### src/rtl/assert_macros.svh
// Assertion helpers used by the segmenter RTL.
// Each macro puts one labeled concurrent assertion on its own line.
`ifndef ASSERT_MACROS_SVH
`define ASSERT_MACROS_SVH

// The property must hold at every rising clock edge while reset is released.
`define ASSERT_CLK(lbl, clk, rst_n, prop, msg) \
	lbl: assert property (@(posedge clk) disable iff (!rst_n) (prop)) else $error(msg);

// When the antecedent holds, the consequent must hold in the same cycle.
`define ASSERT_IMPL(lbl, clk, rst_n, ante, cons, msg) \
	`ASSERT_CLK(lbl, clk, rst_n, (ante) |-> (cons), msg)

// When the antecedent holds, the consequent must hold in the next cycle.
`define ASSERT_NEXT(lbl, clk, rst_n, ante, cons, msg) \
	`ASSERT_CLK(lbl, clk, rst_n, (ante) |=> (cons), msg)

`endif

### src/rtl/gcs_pkg.sv
`default_nettype none

package gcs_pkg;

	localparam int unsigned IDX_W = 10;
	localparam int unsigned IN_TDATA_W = 16;
	localparam int unsigned IN_TUSER_W = 5;
	localparam int unsigned OUT_TDATA_W = 64;

	typedef logic [IDX_W-1:0] idx_t;

	// Position within one gait cycle.
	typedef enum logic [1:0] {
		PH_IDLE = 2'd0,  // waiting for an opening valley
		PH_OPEN = 2'd1,  // valley seen, waiting for the major peak
		PH_PEAK = 2'd2,  // major peak seen, collecting the near-zero run
		PH_TINY = 2'd3   // minor peak seen, waiting for the closing valley
	} phase_t;

	// Label after priority encoding of the four flags.
	typedef enum logic [2:0] {
		LBL_NONE,
		LBL_PEAK,
		LBL_TINY,
		LBL_VALLEY,
		LBL_NEAR_ZERO
	} label_t;

	// One input sample as held in the input stage.
	typedef struct packed {
		logic batch_start;
		idx_t sample_index;
		logic is_peak;
		logic is_tiny_peak;
		logic is_valley;
		logic is_near_zero;
	} item_t;

	// Running state of the cycle under construction.
	typedef struct packed {
		phase_t phase;
		idx_t   open_valley;
		idx_t   held_peak;
		idx_t   held_tiny_peak;
		idx_t   held_near_zero_first;
		idx_t   held_near_zero_last;
	} record_t;

	// One completed gait cycle.
	typedef struct packed {
		idx_t end_valley_index;
		idx_t tiny_peak_index;
		idx_t near_zero_last;
		idx_t near_zero_first;
		idx_t peak_index;
		idx_t start_valley_index;
	} result_t;

	function automatic label_t encode_label(input item_t it);
		label_t lbl;
		priority if (it.is_peak) begin
			lbl = LBL_PEAK;
		end else if (it.is_tiny_peak) begin
			lbl = LBL_TINY;
		end else if (it.is_valley) begin
			lbl = LBL_VALLEY;
		end else if (it.is_near_zero) begin
			lbl = LBL_NEAR_ZERO;
		end else begin
			lbl = LBL_NONE;
		end
		return lbl;
	endfunction

endpackage

`default_nettype wire

### src/rtl/gait_cycle_segmenter.sv
// Gait cycle segmenter. Each input transaction carries one labelled pitch
// sample: the sample index in tdata and the flags batch_start, is_peak,
// is_tiny_peak, is_valley and is_near_zero in tuser. When several label flags
// are set, peak wins over tiny peak, tiny peak over valley and valley over
// near-zero. The block follows the pattern valley, peak, near-zero run, tiny
// peak, valley and emits one output transaction for every complete cycle,
// holding the six indices of that cycle; the closing valley also opens the
// next cycle. A peak, tiny peak or valley out of order drops the cycle
// being built, and batch_start drops it before its own sample is looked at.
// Near-zero samples only count between the peak and the tiny peak, and index
// zero serves as the "none" mark in the near-zero fields. Throughput is one
// sample per clock while the output side keeps up: the sample is captured in
// an input register, the phase update and result assembly are one small
// next-state function, and the result is held in an output register. The
// input register only waits when it holds a sample while the output register
// holds a result that the downstream side has not taken yet.
`default_nettype none

`include "assert_macros.svh"

module gait_cycle_segmenter (
	input  wire logic                            clk,
	input  wire logic                            arst_n,
	// tdata: sample_index [9:0], zero padding [15:10]
	input  wire logic [gcs_pkg::IN_TDATA_W-1:0]  s_axis_tdata,
	// tuser: batch_start [0], is_peak [1], is_tiny_peak [2], is_valley [3],
	// is_near_zero [4]
	input  wire logic [gcs_pkg::IN_TUSER_W-1:0]  s_axis_tuser,
	input  wire logic                            s_axis_tvalid,
	output logic                                 s_axis_tready,
	// tdata: start_valley_index [9:0], peak_index [19:10],
	// near_zero_first [29:20], near_zero_last [39:30],
	// tiny_peak_index [49:40], end_valley_index [59:50], zero padding [63:60]
	output logic [gcs_pkg::OUT_TDATA_W-1:0]      m_axis_tdata,
	output logic                                 m_axis_tvalid,
	input  wire logic                            m_axis_tready
);
	import gcs_pkg::*;

	localparam int unsigned PAD_W = OUT_TDATA_W - $bits(result_t);

	// Input stage.
	item_t   item_s1;
	logic    valid_s1;
	// Cycle state and output register.
	record_t rec_q;
	result_t res_q;
	logic    res_valid_q;

	item_t   item_in;
	logic    s1_adv;
	label_t  label;
	record_t rec_base;
	record_t rec_d;
	result_t res_d;
	logic    emit;

	assign item_in.batch_start  = s_axis_tuser[0];
	assign item_in.sample_index = s_axis_tdata[IDX_W-1:0];
	assign item_in.is_peak      = s_axis_tuser[1];
	assign item_in.is_tiny_peak = s_axis_tuser[2];
	assign item_in.is_valley    = s_axis_tuser[3];
	assign item_in.is_near_zero = s_axis_tuser[4];

	// The held sample is processed whenever the output register can take a
	// possible result, which also frees the input register for a new sample.
	assign s1_adv        = valid_s1 && (!res_valid_q || m_axis_tready);
	assign s_axis_tready = !valid_s1 || s1_adv;

	always_ff @(posedge clk or negedge arst_n) begin
		if (!arst_n) begin
			valid_s1 <= 1'b0;
		end else if (s_axis_tready) begin
			valid_s1 <= s_axis_tvalid;
		end
	end

	always_ff @(posedge clk) begin
		if (s_axis_tready && s_axis_tvalid) begin
			item_s1 <= item_in;
		end
	end

	// Next-state function of the segmenter.
	always_comb begin
		label    = encode_label(item_s1);
		rec_base = item_s1.batch_start ? '0 : rec_q;
		rec_d    = rec_base;
		emit     = 1'b0;

		res_d.start_valley_index = rec_base.open_valley;
		res_d.peak_index         = rec_base.held_peak;
		res_d.near_zero_first    = rec_base.held_near_zero_first;
		res_d.near_zero_last     = rec_base.held_near_zero_last;
		res_d.tiny_peak_index    = rec_base.held_tiny_peak;
		res_d.end_valley_index   = item_s1.sample_index;

		unique case (label)
			LBL_PEAK: begin
				if (rec_base.phase == PH_OPEN) begin
					rec_d.phase     = PH_PEAK;
					rec_d.held_peak = item_s1.sample_index;
				end else begin
					rec_d = '0;
				end
			end
			LBL_TINY: begin
				if (rec_base.phase == PH_PEAK) begin
					rec_d.phase          = PH_TINY;
					rec_d.held_tiny_peak = item_s1.sample_index;
				end else begin
					rec_d = '0;
				end
			end
			LBL_VALLEY: begin
				if (rec_base.phase == PH_IDLE || rec_base.phase == PH_TINY) begin
					// A closing valley reports the cycle and opens the next one.
					emit              = (rec_base.phase == PH_TINY);
					rec_d             = '0;
					rec_d.phase       = PH_OPEN;
					rec_d.open_valley = item_s1.sample_index;
				end else begin
					rec_d = '0;
				end
			end
			LBL_NEAR_ZERO: begin
				if (rec_base.phase == PH_PEAK) begin
					if (rec_base.held_near_zero_first == '0 &&
					    rec_base.held_near_zero_last == '0) begin
						rec_d.held_near_zero_first = item_s1.sample_index;
					end else if (rec_base.held_near_zero_first != '0) begin
						rec_d.held_near_zero_last = item_s1.sample_index;
					end
				end
			end
			LBL_NONE: begin
				rec_d = rec_base;
			end
			default: begin
				rec_d = rec_base;
			end
		endcase
	end

	always_ff @(posedge clk or negedge arst_n) begin
		if (!arst_n) begin
			rec_q <= '0;
		end else if (s1_adv) begin
			rec_q <= rec_d;
		end
	end

	always_ff @(posedge clk or negedge arst_n) begin
		if (!arst_n) begin
			res_valid_q <= 1'b0;
		end else if (s1_adv) begin
			res_valid_q <= emit;
		end else if (m_axis_tready) begin
			res_valid_q <= 1'b0;
		end
	end

	always_ff @(posedge clk) begin
		if (s1_adv && emit) begin
			res_q <= res_d;
		end
	end

	assign m_axis_tvalid = res_valid_q;
	assign m_axis_tdata  = {{PAD_W{1'b0}}, res_q};

	// A result can only come out of a cycle that has seen its tiny peak.
	`ASSERT_IMPL(a_emit_phase, clk, arst_n, s1_adv && emit, rec_q.phase == PH_TINY && !item_s1.batch_start, "result emitted outside the closing phase")
	// The closing valley opens the next cycle.
	`ASSERT_NEXT(a_emit_reopens, clk, arst_n, s1_adv && emit, rec_q.phase == PH_OPEN, "cycle not reopened after a result")
	// A held sample waiting on the output side is not lost.
	`ASSERT_NEXT(a_s1_hold, clk, arst_n, valid_s1 && !s1_adv, valid_s1 && $stable(item_s1), "input stage lost a waiting sample")
	// The last near-zero index is only filled once the first one is.
	`ASSERT_CLK(a_nz_order, clk, arst_n, rec_q.held_near_zero_last == '0 || rec_q.held_near_zero_first != '0, "near-zero last set without first")

endmodule

`default_nettype wire
### config.mk
export PLATFORM = sky130hd
export DESIGN_NAME = gait_cycle_segmenter
export DESIGN_NICKNAME = d
export VERILOG_FILES = /design/src/rtl/gcs_pkg.sv /design/src/rtl/gait_cycle_segmenter.sv
export VERILOG_INCLUDE_DIRS = /design/src /design/src/rtl
export SDC_FILE = /design/constraint.sdc
export NUM_CORES = 1
export LEC_CHECK = 0
export ABC_CLOCK_PERIOD_IN_PS = 3160
export BUFFER_PORTS_ARGS = -buffer_cell sky130_fd_sc_hd__buf_2
export CORE_ASPECT_RATIO = 2
export CORE_MARGIN = 2
export CORE_UTILIZATION = 55
export DETAILED_ROUTE_END_ITERATION = 10
export PLACE_DENSITY_LB_ADDON = 0.08
export SLEW_MARGIN = 5
export SYNTH_ARGS = -nofsm -noshare
export SYNTH_HDL_FRONTEND = slang
export SYNTH_SLANG_ARGS = --single-unit
### constraint.sdc
create_clock -name clk -period 3.16 [get_ports clk]
set_clock_uncertainty 0.1 [all_clocks]
set_input_delay 0 -clock clk [delete_from_list [all_inputs] [get_ports clk]]
set_output_delay 0 -clock clk [all_outputs]
set_load 0.01 [all_outputs]
==> results.ini <==
[pwr]
netSwitchingFraction_pct=20.4
leakagePower_nw=2.70
power_density_mw_per_mm2=663
p_total_mw=4.16
ir_worst_vdd_v=0.000528
power.share.combinational_pct=3.8
switching_power_uw=847
seq_power_share_pct=44.9
pwr-share-clk_pct=51.3
p_int_mw=3.31

[cts]
holdBufCountCts=19
clock_latency_ns=0.42
clk_pin_slew_ns=0.06
cts_sinks=129
clk_path_buf_depth=2
postCtsSetupRepairBufs=0
cts_tree=done
root_buffer=clkbuf_16
numCtsBuffers=17
cts_resized=0
cts_htree_levels=4

[synthesis]
synthAdderAreaFrac_pct=0.762
synth_edf_count=75
ys_seq_area_share_pct=73.1
syn_avg_cell_area_um2=15.2
synthMuxAreaShare_pct=0
synthSimpleGateAreaFrac_pct=10.8
synth_largest_area_cell=edfxtp_1
synth_area_mm2=0.00493
synth_top_family_by_area=compound AO/OA/AOI/OAI gates
synth_compound_area_share_pct=12.5
netlist_instances=324
synthFlopType=edfxtp_1
synth-seq-cells=129
yosys.area_share.xor_xnor_pct=0
synth_top_area_share_pct=45.7
synth.distinct_cells=37
ys_async_sr_fraction_pct=41.9
synth_area_leaders=edfxtp_1 46%, dfrtp_1 27%, a22o_1 5.5%
ys_warn_count=0

[timing]
setup-violations-final=0
max_clock_freq_mhz=434
finalHoldViolations=0
maxSlewViolCount=0
worstMarginPinSlew_ns=0.753
slew-limit-headroom_pct=49.5
setup_tns_ns=0
post-route-period-util_pct=72.9
fin_hold_ws_ns=0.0711
period_minus_slack_ns=2.30
finalWorstSetupSlack_ns=0.856
rsz0062_at_grt=no

[placement]
placed_area_mm2=0.00543
gp_congestion=0.843
port_buffers=80
place_inst=493
place_hpwl_um=6460
pre_cts_slack_ns=0.889

[worst_setup_path]
crit_type=reg -> reg
start_kind=register
cp-end-kind=register
path_max_fanout=12
critPathRequiredTime_ns=3.40
crit_arrival_ns=2.55

[cells_and_area]
insertedDiodeCount=0
most-common-layout-cells=80 x buf_2, 75 x edfxtp_1, 54 x dfrtp_1
area_delta_synth_final_pct=27.3
nNetsFinal=459
utilization_pct=72.5
fin_area_mm2=0.00627
drive_gt1_share_pct=28.2
final_common_cell=buf_2
final_cells=544

[drt]
ant_nets=0
dr.first_iter.drc_count=292
vias=3110
drt-total-wl_um=10200
viasPerCell=5.72
drc_errors=0
first_pass_iters=4
drt-wirelength-per-cell_um=18.8

[global_routing]
antenna_found_initial=0
grt_use_total_pct=22.5
grt_pass1_wl_um=16000
grt_start_max_net_pins=48
grt_overflow_total=0
grt_pass1_vias=3087

[die]
die_h_um=138
die_w_um=70.9
num_rows=48
dieArea_mm2=0.00978
initial_utilization_pct=57.0
ios=91
coreArea_mm2=0.00865

[job]
cap_violations=0

[status]
status=finished clean

[worst_hold_path]
hold_path.class=in -> async

-- flip-flops by register name (all words and copies together) (netlist names) --
name / flops
m_axis_tdata: 60
rec_q: 52
item_s1: 15
m_axis_tvalid: 1
valid_s1: 1
-- layer usage --
| metal | vias to the layer above | GRT usage, % | wire (µm) |
|---|---|---|---|
| li1 | 1425 | - | - |
| met1 | 1563 | 26.3 | 3820 |
| met2 | 106 | 38.3 | 5580 |
| met3 | 16 | 6.32 | 526 |
| met4 | 0 | 10.4 | 292 |
| met5 | - | 0 | 0 |
-- kinds of logic after synthesis --
kind of cell,after synthesis
other,1
and+or+nand+nor,85
DFF,129
adders and majority gates,3
AOI/OAI and AO/OA,75
buffers and inverters,31
-- worst paths after layout --
path / slack (ns) / endpoint / from / cells after the start
min in group clk: 0.19 / item_s1[11] / s_axis_tdata[7] / 2
max in group asynchronous: 2.09 / rec_q[12] / arst_n / 3
min reg2reg: 0.40 / rec_q[39] / rec_q[39] / 1
max reg2reg: 0.86 / rec_q[10] / rec_q[14] / 4
max: 0.86 / rec_q[10] / rec_q[14] / 4
min: 0.07 / rec_q[6] / arst_n / 2
-- worst max-delay path: stages (launching register included) --
cell and delay, ns:
dfrtp_1 0.39, nor4_1 0.29, nand3_1 0.43, o21bai_1 0.72, a32o_1 0.28
-- synth_stat cells (all sizes together), types with 2 or more instances --
cell    count
and4        2
o31ai       2
and2        3
a22o       31
a32o       10
nand2b     14
nor2        7
a21oi       2
edfxtp     75
buf         6
dfrtp      54
o21ai      13
nand3       2
nand2       5
nor2b      43
clkbuf     13
a32oi      10
inv        12
ha          3
nor4        5
-- layout make-up --
type / instances / area (µm²)
Clock buffer: 20 / 447
Clock inverter: 12 / 205
Fill cell: 578 / 2370
Inverter: 12 / 45.0
Multi-Input combinational cell: 167 / 1210
Sequential cell: 129 / 3600
Tap cell: 100 / 125
Timing Repair Buffer: 104 / 641
-- power groups by stage --
stage | Sequential, mW | Clock (mW) | Combinational [mW]
floorplan | 1.87 | 0 | 0.0963
global placement | 1.90 | 0 | 0.132
detailed placement | 1.90 | 0 | 0.136
CTS | 1.87 | 2.15 | 0.156
global route | 1.87 | 2.24 | 0.173
finish | 1.87 | 2.13 | 0.156
Power figures use the tool's default switching activity.
